## config.mk

```make
export PLATFORM = sky130hd
export DESIGN_NAME = matrix_frame_deserializer
export DESIGN_NICKNAME = d
export VERILOG_FILES = /design/src/sv/mfd_pkg.sv /design/src/sv/matrix_frame_deserializer.sv /design/src/sv/mfd_front.sv /design/src/sv/mfd_fifo.sv /design/src/sv/mfd_back.sv
export SDC_FILE = /design/constraint.sdc
export NUM_CORES = 1
export LEC_CHECK = 0
export BUFFER_PORTS_ARGS = -buffer_cell sky130_fd_sc_hd__buf_2
export CORE_MARGIN = 3
export CORE_UTILIZATION = 35
export DETAILED_ROUTE_END_ITERATION = 7
export PLACE_DENSITY = 0.58
export SLEW_MARGIN = 20
export SYNTH_ARGS = -nofsm -noshare
export SYNTH_HDL_FRONTEND = slang
export SYNTH_HIERARCHICAL = 1
export SYNTH_SLANG_ARGS = --single-unit
```

## constraint.sdc

```tcl
create_clock -name clk -period 15.35 [get_ports clk]
set_clock_uncertainty 0.05 [all_clocks]
set_input_delay 3.07 -clock clk [delete_from_list [all_inputs] [get_ports clk]]
set_output_delay 3.07 -clock clk [all_outputs]
set_load 0.01 [all_outputs]
```

## src/sv/mfd_pkg.sv

```systemverilog
// ----------------------------------------------------------------------------
// mfd_pkg
// shared types and constants of the matrix frame deserializer
// ----------------------------------------------------------------------------
package mfd_pkg;

    localparam int unsigned QueueDepth = 4;
    localparam int unsigned HeaderLen  = 8;

    localparam logic [7:0] MAGIC [0:3] = '{8'h50, 8'h41, 8'h32, 8'h4D};

    typedef enum logic [1:0] {
        KIND_HEADER = 2'd0,
        KIND_ELEM   = 2'd1,
        KIND_END    = 2'd2
    } kind_t;

    typedef enum logic [2:0] {
        ST_OK         = 3'd0,
        ST_SHORT      = 3'd1,
        ST_BAD_MAGIC  = 3'd2,
        ST_RESERVED   = 3'd3,
        ST_ZERO_IDENT = 3'd4,
        ST_ZERO_DIM   = 3'd5,
        ST_NOT_SQUARE = 3'd6
    } status_t;

    typedef enum logic [1:0] {
        FILL_EXPLICIT = 2'd0,
        FILL_ZEROS    = 2'd1,
        FILL_IDENTITY = 2'd2
    } fill_t;

    // one queue entry: an optional header or element result and an optional end result
    typedef struct packed {
        logic        has_main;
        kind_t       main_kind;
        status_t     main_status;
        fill_t       fill;
        logic        row_major;
        logic [7:0]  elem_row;
        logic [7:0]  elem_col;
        logic [63:0] elem_value;
        logic        has_end;
        status_t     end_status;
        logic [7:0]  rows;
        logic [7:0]  cols;
    } entry_t;

    typedef struct packed {
        kind_t       kind;
        status_t     status;
        logic [7:0]  row_total;
        logic [7:0]  col_total;
        fill_t       fill_mode;
        logic        row_major_in;
        logic [7:0]  elem_row;
        logic [7:0]  elem_col;
        logic [63:0] elem_value;
        logic        last_result;
    } result_t;

endpackage

```

## src/sv/matrix_frame_deserializer.sv

```systemverilog
// ----------------------------------------------------------------------------
// matrix_frame_deserializer
// parses a serialized matrix frame byte by byte into header, element and end beats
// ----------------------------------------------------------------------------
// Takes one frame byte per cycle. The parser checks the 8-byte header, assembles
// big-endian 64-bit elements and tracks row and column (column-major frames are
// mapped back), then writes each beat-producing byte into a queue of
// QUEUE_DEPTH entries. The output register drains one result per cycle while
// out_ready is high; a last byte that also completes the header or an element
// yields two beats from one entry, kept queued until both are sent. Input stalls
// only when the queue is full, so a ready output sustains one byte per cycle.
module matrix_frame_deserializer
#(
    parameter int unsigned QUEUE_DEPTH = mfd_pkg::QueueDepth
)
(
    input  logic         clk,
    input  logic         rst_n,
    input  logic         s_axis_tvalid,
    output logic         s_axis_tready,
    input  logic [7:0]   s_axis_tdata,   // data_byte
    input  logic         s_axis_tlast,   // last_byte
    output logic         m_axis_tvalid,
    input  logic         m_axis_tready,
    // status, row_total, col_total, fill_mode, row_major_in, elem_row, elem_col,
    // elem_value, zero pad
    output logic [103:0] m_axis_tdata,
    output logic [1:0]   m_axis_tuser,   // kind
    output logic         m_axis_tlast    // last_result
);
    import mfd_pkg::*;

    entry_t  wr_entry;
    entry_t  rd_entry;
    logic    push;
    logic    pop;
    logic    full;
    logic    empty;
    logic    accept;
    result_t result;

    assign s_axis_tready = !full;
    assign accept        = s_axis_tvalid && s_axis_tready;

    mfd_front u_front
    (
        .clk       (clk),
        .rst_n     (rst_n),
        .accept    (accept),
        .data_byte (s_axis_tdata),
        .last_byte (s_axis_tlast),
        .push      (push),
        .entry     (wr_entry)
    );

    mfd_fifo #(
        .DEPTH (QUEUE_DEPTH)
    ) u_fifo
    (
        .clk      (clk),
        .rst_n    (rst_n),
        .push     (push),
        .wr_entry (wr_entry),
        .pop      (pop),
        .rd_entry (rd_entry),
        .full     (full),
        .empty    (empty)
    );

    mfd_back u_back
    (
        .clk       (clk),
        .rst_n     (rst_n),
        .entry     (rd_entry),
        .empty     (empty),
        .pop       (pop),
        .out_ready (m_axis_tready),
        .out_valid (m_axis_tvalid),
        .result    (result)
    );

    assign m_axis_tdata = {2'b00, result.elem_value, result.elem_col, result.elem_row,
                           result.row_major_in, result.fill_mode, result.col_total,
                           result.row_total, result.status};
    assign m_axis_tuser = result.kind;
    assign m_axis_tlast = result.last_result;

endmodule

```

## src/sv/mfd_front.sv

```systemverilog
// ----------------------------------------------------------------------------
// mfd_front
// byte parser: header checks, element assembly, row and column tracking
// ----------------------------------------------------------------------------
module mfd_front
(
    input  logic              clk,
    input  logic              rst_n,
    input  logic              accept,
    input  logic [7:0]        data_byte,
    input  logic              last_byte,
    output logic              push,
    output mfd_pkg::entry_t   entry
);
    import mfd_pkg::*;

    logic [3:0]  hdr_pos_reg, hdr_pos_next;
    logic [7:0]  props_hi_reg, props_hi_next;
    fill_t       fill_reg, fill_next;
    logic        rm_reg, rm_next;
    logic [7:0]  rows_reg, rows_next;
    logic [7:0]  cols_reg, cols_next;
    status_t     err_reg, err_next;
    logic [55:0] shift_reg, shift_next;
    logic [2:0]  bcnt_reg, bcnt_next;
    logic [7:0]  row_reg, row_next;
    logic [7:0]  col_reg, col_next;
    logic        done_reg, done_next;

    logic        in_header;
    logic        payload_active;
    logic        elem_done;
    logic        hdr_done;
    logic [7:0]  row_inc;
    logic [7:0]  col_inc;
    status_t     end_status;

    assign in_header      = !hdr_pos_reg[3];
    assign payload_active = !in_header && (err_reg == ST_OK) && (fill_reg == FILL_EXPLICIT)
                            && !done_reg;
    assign elem_done      = payload_active && (bcnt_reg == 3'd7);
    assign hdr_done       = in_header && (hdr_pos_reg == 4'(HeaderLen - 1));
    assign row_inc        = row_reg + 8'd1;
    assign col_inc        = col_reg + 8'd1;

    always_comb
    begin
        hdr_pos_next  = hdr_pos_reg;
        props_hi_next = props_hi_reg;
        fill_next     = fill_reg;
        rm_next       = rm_reg;
        rows_next     = rows_reg;
        cols_next     = cols_reg;
        err_next      = err_reg;
        shift_next    = shift_reg;
        bcnt_next     = bcnt_reg;
        row_next      = row_reg;
        col_next      = col_reg;
        done_next     = done_reg;

        if (in_header)
        begin
            hdr_pos_next = hdr_pos_reg + 4'd1;
            case (hdr_pos_reg)
                4'd0, 4'd1, 4'd2, 4'd3:
                begin
                    if (data_byte != MAGIC[hdr_pos_reg[1:0]] && err_next == ST_OK)
                        err_next = ST_BAD_MAGIC;
                end
                4'd4:
                    props_hi_next = data_byte;
                4'd5:
                begin
                    rm_next = data_byte[0];
                    if ((props_hi_reg != 8'd0 || data_byte[7:3] != 5'd0)
                        && err_next == ST_OK)
                        err_next = ST_RESERVED;
                    if (data_byte[1] && data_byte[2] && err_next == ST_OK)
                        err_next = ST_ZERO_IDENT;
                    if (data_byte[2])
                        fill_next = FILL_IDENTITY;
                    else if (data_byte[1])
                        fill_next = FILL_ZEROS;
                    else
                        fill_next = FILL_EXPLICIT;
                end
                4'd6:
                    rows_next = data_byte;
                default:
                begin
                    cols_next = data_byte;
                    if (rows_reg == 8'd0 || data_byte == 8'd0)
                    begin
                        if (err_next == ST_OK)
                            err_next = ST_ZERO_DIM;
                    end
                    else if (fill_reg == FILL_IDENTITY && rows_reg != data_byte
                             && err_next == ST_OK)
                        err_next = ST_NOT_SQUARE;
                    if (err_next != ST_OK)
                        fill_next = FILL_EXPLICIT;
                end
            endcase
        end
        else if (payload_active)
        begin
            if (!elem_done)
            begin
                shift_next = {shift_reg[47:0], data_byte};
                bcnt_next  = bcnt_reg + 3'd1;
            end
            else
            begin
                shift_next = '0;
                bcnt_next  = '0;
                if (rm_reg)
                begin
                    col_next = col_inc;
                    if (col_inc >= cols_reg)
                    begin
                        col_next = '0;
                        row_next = row_inc;
                        if (row_inc >= rows_reg)
                            done_next = 1'b1;
                    end
                end
                else
                begin
                    row_next = row_inc;
                    if (row_inc >= rows_reg)
                    begin
                        row_next = '0;
                        col_next = col_inc;
                        if (col_inc >= cols_reg)
                            done_next = 1'b1;
                    end
                end
            end
        end
    end

    always_comb
    begin
        if (hdr_pos_next[3] == 1'b0)
            end_status = ST_SHORT;
        else if (err_next != ST_OK)
            end_status = err_next;
        else if (fill_next == FILL_EXPLICIT && !done_next)
            end_status = ST_SHORT;
        else
            end_status = ST_OK;
    end

    always_comb
    begin
        entry.has_main    = hdr_done || elem_done;
        entry.main_kind   = hdr_done ? KIND_HEADER : KIND_ELEM;
        entry.main_status = hdr_done ? err_next : ST_OK;
        entry.fill        = hdr_done ? fill_next : FILL_EXPLICIT;
        entry.row_major   = rm_next;
        entry.elem_row    = hdr_done ? 8'd0 : row_reg;
        entry.elem_col    = hdr_done ? 8'd0 : col_reg;
        entry.elem_value  = hdr_done ? 64'd0 : {shift_reg, data_byte};
        entry.has_end     = last_byte;
        entry.end_status  = end_status;
        entry.rows        = rows_next;
        entry.cols        = cols_next;
    end

    assign push = accept && (hdr_done || elem_done || last_byte);

    always_ff @(posedge clk or negedge rst_n)
    begin
        if (!rst_n)
        begin
            hdr_pos_reg  <= '0;
            props_hi_reg <= '0;
            fill_reg     <= FILL_EXPLICIT;
            rm_reg       <= 1'b0;
            rows_reg     <= '0;
            cols_reg     <= '0;
            err_reg      <= ST_OK;
            shift_reg    <= '0;
            bcnt_reg     <= '0;
            row_reg      <= '0;
            col_reg      <= '0;
            done_reg     <= 1'b0;
        end
        else if (accept)
        begin
            if (last_byte)
            begin
                hdr_pos_reg  <= '0;
                props_hi_reg <= '0;
                fill_reg     <= FILL_EXPLICIT;
                rm_reg       <= 1'b0;
                rows_reg     <= '0;
                cols_reg     <= '0;
                err_reg      <= ST_OK;
                shift_reg    <= '0;
                bcnt_reg     <= '0;
                row_reg      <= '0;
                col_reg      <= '0;
                done_reg     <= 1'b0;
            end
            else
            begin
                hdr_pos_reg  <= hdr_pos_next;
                props_hi_reg <= props_hi_next;
                fill_reg     <= fill_next;
                rm_reg       <= rm_next;
                rows_reg     <= rows_next;
                cols_reg     <= cols_next;
                err_reg      <= err_next;
                shift_reg    <= shift_next;
                bcnt_reg     <= bcnt_next;
                row_reg      <= row_next;
                col_reg      <= col_next;
                done_reg     <= done_next;
            end
        end
    end

endmodule

```

## src/sv/mfd_fifo.sv

```systemverilog
// ----------------------------------------------------------------------------
// mfd_fifo
// short queue of parsed entries between parser and output stage
// ----------------------------------------------------------------------------
module mfd_fifo
#(
    parameter int unsigned DEPTH = mfd_pkg::QueueDepth
)
(
    input  logic              clk,
    input  logic              rst_n,
    input  logic              push,
    input  mfd_pkg::entry_t   wr_entry,
    input  logic              pop,
    output mfd_pkg::entry_t   rd_entry,
    output logic              full,
    output logic              empty
);
    import mfd_pkg::*;

    localparam int unsigned PtrW = (DEPTH > 1) ? $clog2(DEPTH) : 1;
    localparam int unsigned CntW = $clog2(DEPTH + 1);

    entry_t          mem [0:DEPTH-1];
    logic [PtrW-1:0] wr_ptr_reg, wr_ptr_next;
    logic [PtrW-1:0] rd_ptr_reg, rd_ptr_next;
    logic [CntW-1:0] count_reg, count_next;
    logic            do_push;
    logic            do_pop;

    assign full     = (count_reg == CntW'(DEPTH));
    assign empty    = (count_reg == '0);
    assign do_push  = push && !full;
    assign do_pop   = pop && !empty;
    assign rd_entry = mem[rd_ptr_reg];

    always_comb
    begin
        wr_ptr_next = wr_ptr_reg;
        rd_ptr_next = rd_ptr_reg;
        count_next  = count_reg;
        if (do_push)
            wr_ptr_next = (wr_ptr_reg == PtrW'(DEPTH - 1)) ? '0 : wr_ptr_reg + PtrW'(1);
        if (do_pop)
            rd_ptr_next = (rd_ptr_reg == PtrW'(DEPTH - 1)) ? '0 : rd_ptr_reg + PtrW'(1);
        if (do_push && !do_pop)
            count_next = count_reg + CntW'(1);
        else if (do_pop && !do_push)
            count_next = count_reg - CntW'(1);
    end

    always_ff @(posedge clk)
    begin
        if (do_push)
            mem[wr_ptr_reg] <= wr_entry;
    end

    always_ff @(posedge clk or negedge rst_n)
    begin
        if (!rst_n)
        begin
            wr_ptr_reg <= '0;
            rd_ptr_reg <= '0;
            count_reg  <= '0;
        end
        else
        begin
            wr_ptr_reg <= wr_ptr_next;
            rd_ptr_reg <= rd_ptr_next;
            count_reg  <= count_next;
        end
    end

endmodule

```

## src/sv/mfd_back.sv

```systemverilog
// ----------------------------------------------------------------------------
// mfd_back
// output stage: expands each queue entry into one or two result beats
// ----------------------------------------------------------------------------
module mfd_back
(
    input  logic              clk,
    input  logic              rst_n,
    input  mfd_pkg::entry_t   entry,
    input  logic              empty,
    output logic              pop,
    input  logic              out_ready,
    output logic              out_valid,
    output mfd_pkg::result_t  result
);
    import mfd_pkg::*;

    logic    valid_reg, valid_next;
    logic    main_sent_reg, main_sent_next;
    result_t res_reg, res_next;
    logic    load;
    logic    send_main;

    assign load      = !valid_reg || out_ready;
    assign send_main = entry.has_main && !main_sent_reg;

    always_comb
    begin
        valid_next     = valid_reg;
        main_sent_next = main_sent_reg;
        res_next       = res_reg;
        pop            = 1'b0;
        if (load)
        begin
            valid_next = !empty;
            if (!empty)
            begin
                if (send_main)
                begin
                    res_next.kind         = entry.main_kind;
                    res_next.status       = entry.main_status;
                    res_next.fill_mode    = entry.fill;
                    res_next.row_major_in = entry.row_major;
                    res_next.elem_row     = entry.elem_row;
                    res_next.elem_col     = entry.elem_col;
                    res_next.elem_value   = entry.elem_value;
                    res_next.last_result  = 1'b0;
                    if (entry.has_end)
                        main_sent_next = 1'b1;
                    else
                        pop = 1'b1;
                end
                else
                begin
                    res_next.kind         = KIND_END;
                    res_next.status       = entry.end_status;
                    res_next.fill_mode    = FILL_EXPLICIT;
                    res_next.row_major_in = 1'b0;
                    res_next.elem_row     = '0;
                    res_next.elem_col     = '0;
                    res_next.elem_value   = '0;
                    res_next.last_result  = 1'b1;
                    main_sent_next        = 1'b0;
                    pop                   = 1'b1;
                end
                res_next.row_total = entry.rows;
                res_next.col_total = entry.cols;
            end
        end
    end

    assign out_valid = valid_reg;
    assign result    = res_reg;

    always_ff @(posedge clk)
    begin
        res_reg <= res_next;
    end

    always_ff @(posedge clk or negedge rst_n)
    begin
        if (!rst_n)
        begin
            valid_reg     <= 1'b0;
            main_sent_reg <= 1'b0;
        end
        else
        begin
            valid_reg     <= valid_next;
            main_sent_reg <= main_sent_next;
        end
    end

endmodule
```

==> results of run 1 <==
-- cells in the mapped netlist, types with 8 or more instances --
master / n
nor2b_1: 8
inv_1: 34
nand2b_1: 10
nand3_1: 20
clkbuf_1: 41
edfxtp_1: 541
nor2_1: 28
o21ai_0: 33
mux4_2: 109
dfrtp_1: 119
buf_4: 9
ha_1: 30
a22o_1: 70
xor2_1: 15
buf_6: 15
mux2_2: 19
and2_1: 171
buf_2: 16
nand2_1: 47
-- per-layer routing --
metal  global-route usage  share of wire
met5                    0              0
met4               0.0493          0.028
met2                0.239           0.49
met3               0.0259          0.051
met1                0.196           0.43
-- critical path: cells and delay by family --
family	cells	cell delay [ps]
and+or+nand+nor	3	1110
AOI/OAI and AO/OA	1	230
buffers and inverters	3	1260
-- logic make-up (layout without fill, tap and decap cells) --
group | Yosys count | after routing | share of synthesized area
fa+ha+maj | 31 | 31 | 0.0151
other cells | 2 | 3 | 0.000286
xor+xnor | 22 | 22 | 0.00735
simple gates | 324 | 324 | 0.0712
mux | 131 | 131 | 0.103
compound gates | 160 | 160 | 0.0469
flops | 660 | 660 | 0.733
buf+inv | 117 | 299 | 0.0231
-- cell type report --
type | count | area (um^2)
tap | 959 | 1200
multi-input combinational | 671 | 6450
sequential | 660 | 19200
timing repair buffer | 136 | 729
inverter | 35 | 131
clock buffer | 95 | 1990
clock inverter | 33 | 418
fill | 6599 | 43400
-- worst paths after layout --
path                                                     start                             endpoint
max                                              s_axis_tvalid          u_fifo/mem[2][50]$_DFFE_PP_
min                        u_front/props_hi_reg[3]$_DFFE_PN0P_  u_front/props_hi_reg[3]$_DFFE_PN0P_
max reg2reg                    u_front/fill_reg[0]$_DFFE_PN0P_          u_fifo/mem[2][50]$_DFFE_PP_
min reg2reg                u_front/props_hi_reg[3]$_DFFE_PN0P_  u_front/props_hi_reg[3]$_DFFE_PN0P_
max in group asynchronous                                rst_n    u_front/shift_reg[32]$_DFFE_PN0P_
min in group asynchronous                                rst_n   u_front/hdr_pos_reg[2]$_DFFE_PN0P_
-- power by group through the flow --
stage / combinational (uW) / sequential, uW / clock (uW)
6_report: 1230 / 2420 / 1750
5_1_grt: 1340 / 2460 / 1870
4_1_cts: 1280 / 2440 / 1790
3_5_place_dp: 1270 / 2470 / 0
3_3_place_gp: 1260 / 2460 / 0
2_1_floorplan: 800 / 2510 / 0
-- stage by stage --
stage | instances | power (uW) | instance area (um^2) | hold WS, ps
after global placement | 2461 | 3720 | 27700 | 405
final | 2589 | 5400 | 30200 | 430
after floorplan | 1448 | 3310 | 26200 | 391
after global routing | 2589 | 5670 | 30200 | 459
after detailed placement | 2461 | 3740 | 27700 | 419
after CTS | 2589 | 5500 | 30100 | 431
==> run_results.csv, run 1 <==
group,metric,value,unit
floorplanning,die_height,280,um
power_and_ir_drop,netSwitchingPower,1520,uW
global_route,overflow,0,
global_route,antenna_found_initial,0,
synth,syn_avg_cell_area,18.1,um^2
setup_path,path_max_fanout,63,
power_and_ir_drop,p_leak,0.0110,uW
clock_tree,clock_path_buffers,3,
synth,synth_top_area_share,0.620,
clock_tree,cts_setup_buffers,0,
clock_tree,cts_resized,0,
floorplanning,initial_utilization,0.356,
finish,final_common_cell,"edfxtp_1",
setup_path,slowest_delay,840,ps
timing,finalCritPeriodShare,0.367,
global_route,grt_pass1_wl,86400,um
synth,ys_top_cells_by_area,"edfxtp_1 (62%), dfrtp_1 (11%), mux4_2 (9.4%)",
detailed_routing,drtPass1Iterations,8,
detailed_routing,drt-initial-drc-count,907,
global_route,grt_max_degree,90,
detailed_routing,num_vias,13100,
finish,fin_nets,1619,
floorplanning,design.die.area,78200,um^2
synth,synth-main-ff-cell,"edfxtp_1",
clock_tree,worst_setup_hold_path_clk_slew,50,ps
power_and_ir_drop,p_seq_frac,0.449,
floorplanning,rows,99,
finish,drive_gt1_frac,0.242,
timing,slew_headroom,0.307,
clock_tree,root_buffer,"clkbuf_16",
timing,rsz0062_at_grt,"no",
setup_path,cpMaxStageDelayCell,"buf_4",
finish,area_delta_synth_final,15.0,%
floorplanning,die_w,280,um
detailed_routing,wl_per_cell,21.7,um
setup_path,arrival,5810,ps
clock_tree,cts.sinks,660,
synth,ys_seq_area_frac,0.733,
synth,synth_area,26200,um^2
place,portBuffers,119,
power_and_ir_drop,switching_share,0.281,
setup_path,critPathLaunchType,"input port",
place,gp_congestion,0.849,
setup_path,cp.required,15520,ps
detailed_routing,routed_wl,56200,um
timing,final.setup.tns,0,ps
setup_path,r2r_slack,10900,ps
clock_tree,clk_latency,600,ps
clock_tree,cts_inserted_buffers,71,
synth,synth_cells,1447,
timing,setup_viol,0,
synth,synth_cell_types,65,
synth,synth_edf_count,541,
global_route,track_usage,0.145,
clock_tree,cts_tree,"done",
power_and_ir_drop,internal_power,3880,uW
setup_path,path_cells,"buf_2 > nor2b_2 > buf_4 > o21a_1 > nor2b_2 > and2_4 > buf_4",
detailed_routing,vias_per_cell,5.05,
power_and_ir_drop,clockPowerShare,0.324,
floorplanning,core_area,73600,um^2
synth,yosysTopAreaCell,"edfxtp_1",
timing,worst_slew_pin_slew,1040,ps
place,dp_slack,9010,ps
timing,drv_slew,0,
place,dpl.hpwl,33600,um
detailed_routing,drc,0,
finish,finish.utilization,0.410,
clock_tree,cts_hold_buffers,0,
setup_path,setup.worst_path.class,"input port to register",
power_and_ir_drop,combPwrFrac,0.228,
power_and_ir_drop,power.density,179,nW/um^2
hold_path,min_delay_path_depth,2,
floorplanning,ios,122,
run,maxCapViolCount,0,
finish,most-common-layout-cells,"edfxtp_1 (541), and2_1 (168), buf_2 (118)",
timing,setup_ws,9710,ps
synth,synthArstFlopShare,0.180,
timing,fmax,177,MHz
power_and_ir_drop,ir_drop,0.0867,mV
timing,finalHoldViolCount,0,
setup_path,ff2ff_path_depth,8,
timing,finalCriticalPeriod,5640,ps
setup_path,end_kind,"register",
detailed_routing,antenna_left,0,
run_status,status,"finished clean",
global_route,grt_pass1_vias,13800,
synth,yosysWarnings,6,
hold_path,hold_path.class,"register to register",
clock_tree,h-tree-depth,3,
finish,diodes,0,
synth,ys_seq_elements,660,
finish,largest_reg_flops,436,
(Power assumes the default switching activity.)
==> inputs of run 2 (changes only) <==
--- a/config.mk
+++ b/config.mk
@@ -9,7 +9,7 @@
 export CORE_MARGIN = 3
 export CORE_UTILIZATION = 35
 export DETAILED_ROUTE_END_ITERATION = 7
-export PLACE_DENSITY = 0.58
+export PLACE_DENSITY = 0.6
 export SLEW_MARGIN = 20
 export SYNTH_ARGS = -nofsm -noshare
 export SYNTH_HDL_FRONTEND = slang
==> constraint.sdc (replaced) <==
create_clock -name clk -period 4.7 [get_ports clk]
set_clock_uncertainty 0.05 [all_clocks]
set_input_delay 0.94 -clock clk [delete_from_list [all_inputs] [get_ports clk]]
set_output_delay 0.94 -clock clk [all_outputs]
set_load 0.01 [all_outputs]
==> run 2 against run 1 <==
Wire length fell by 4.6%. Register-to-register slack got worse by 9800 ps. Highest routed layer unchanged. Sequential power rose to 3.3 times the previous value. Critical path depth rose by 1.
==> run_results.csv, run 2 (synthesized netlist as in run 1, its figures left out) <==
group,metric,value,unit
global_route,antenna_found_initial,3,
global_route,grt_pass1_wl,83900,um
clock_tree,cts_tree,"done",
run,maxCapViolCount,0,
clock_tree,root_buffer,"clkbuf_16",
global_route,grt_max_degree,110,
detailed_routing,antenna_left,0,
place,portBuffers,119,
power_and_ir_drop,p_leak,0.0110,uW
setup_path,cp.required,4920,ps
timing,worst_slew_pin_slew,1050,ps
timing,drv_slew,0,
finish,most-common-layout-cells,"edfxtp_1 (541), and2_1 (168), buf_2 (118)",
power_and_ir_drop,power.density,575,nW/um^2
power_and_ir_drop,ir_drop,0.285,mV
floorplanning,die_w,280,um
clock_tree,h-tree-depth,3,
floorplanning,ios,122,
power_and_ir_drop,p_total,17400,uW
run_status,status,"finished clean",
timing,finalHoldViolCount,0,
detailed_routing,drt-initial-drc-count,1077,
clock_tree,clock_path_buffers,3,
detailed_routing,drc,0,
hold_path,hold_path.class,"input port to asynchronous set/reset pin",
timing,rsz0062_at_grt,"no",
floorplanning,rows,99,
timing,finalCriticalPeriod,3620,ps
global_route,overflow,0,
clock_tree,cts_inserted_buffers,71,
clock_tree,worst_setup_hold_path_clk_slew,60,ps
finish,area_delta_synth_final,15.2,%
clock_tree,cts_hold_buffers,0,
clock_tree,clk_latency,610,ps
place,place_inst,2464,
setup_path,critPathLaunchType,"register",
global_route,track_usage,0.139,
finish,fin_nets,1622,
clock_tree,cts_setup_buffers,0,
floorplanning,initial_utilization,0.356,
floorplanning,design.die.area,78200,um^2
finish,largest_reg_flops,436,
clock_tree,cts.sinks,660,
setup_path,setup.worst_path.class,"register to register",
timing,setup_viol,0,
global_route,grt_pass1_vias,13700,
detailed_routing,vias_per_cell,5.05,
detailed_routing,drtPass1Iterations,5,
detailed_routing,num_vias,13100,
timing,final.setup.tns,0,ps
timing,fmax,276,MHz
finish,drive_gt1_frac,0.246,
finish,fin_cells,2594,
floorplanning,core_area,73600,um^2
detailed_routing,wl_per_cell,20.7,um
timing,finalCritPeriodShare,0.771,
place,gp_congestion,0.785,
setup_path,path_max_fanout,42,
clock_tree,cts_resized,0,
timing,slew_headroom,0.294,
place,dpl.hpwl,32300,um
finish,final_common_cell,"edfxtp_1",
detailed_routing,routed_wl,53600,um
setup_path,arrival,3840,ps
floorplanning,die_height,280,um
setup_path,end_kind,"register",
==> run 2: changes by cell type in the layout (fill, tap and decap cells not counted), moves of 2 or more <==
cell and change:
buf_12 +7, clkbuf_1 -5, buf_4 -4, clkbuf_16 -3
inv_6 +3, bufinv_16 -2, clkinv_2 +2, clkinvlp_4 +2
diode_2 +2
==> run 2: area by class of cell <==
| type | instances | area (um^2) |
|---|---|---|
| clock inverter | 41 | 449 |
| inverter | 35 | 131 |
| timing repair buffer | 139 | 840 |
| multi-input combinational | 671 | 6450 |
| tap | 959 | 1200 |
| antenna | 2 | 5.00 |
| sequential | 660 | 19200 |
| fill | 6652 | 43400 |
| clock buffer | 87 | 1900 |
==> run 2: report_power, final <==
| part | internal [uW] | total [uW] | switching [uW] |
|---|---|---|---|
| Sequential | 7520 | 7940 | 420 |
| Clock | 3290 | 5540 | 2250 |
| Combinational | 1680 | 3880 | 2190 |
| Total | 12500 | 17400 | 4870 |
==> run 2: routing by layer <==
layer / part of all wire / up-vias / wire, um / GRT usage
met2: 0.49 / 285 / 26300 / 0.227
met3: 0.044 / 82 / 2360 / 0.0283
met4: 0.019 / 0 / 1050 / 0.0383
li1: - / 5906 / - / -
met5: 0 / - / 0 / 0
met1: 0.45 / 6821 / 23900 / 0.192
==> run 2: path summary, 6_finish.rpt <==
path / startpoint / slack, ps / end / cells past startpoint
setup / recovery: u_front/err_reg[0]$_DFFE_PN0P_ / 1080 / u_fifo/mem[1][43]$_DFFE_PP_ / 8
max in group asynchronous: rst_n / 3240 / u_front/shift_reg[19]$_DFFE_PN0P_ / 2
min in group clk: u_front/props_hi_reg[2]$_DFFE_PN0P_ / 430 / u_front/props_hi_reg[2]$_DFFE_PN0P_ / 2
hold reg to reg: u_front/props_hi_reg[2]$_DFFE_PN0P_ / 430 / u_front/props_hi_reg[2]$_DFFE_PN0P_ / 2
hold / removal: rst_n / 390 / u_fifo/wr_ptr_reg[1]$_DFFE_PN0P_ / 1
setup reg to reg: u_front/err_reg[0]$_DFFE_PN0P_ / 1080 / u_fifo/mem[1][43]$_DFFE_PP_ / 8
==> run 2: critical path, stage by stage, from the launching register on <==
cell and delay (ps):
dfrtp_1 410, or4_4 560, nor4_4 400, nand2_2 220
nand2_1 200, o21a_1 150, nor2b_2 270, and2_4 630
buf_12 360
==> run 2: stage by stage <==
stage	hold WS (ps)	instance area, um^2	setup WS [ps]	utilization
detailed placement	424	27900	1060	0.379
global placement	407	27900	1130	0.379
CTS	418	30200	1040	0.410
global route	444	30200	826	0.410
finish	389	30200	1080	0.410
floorplan	391	26200	427	-
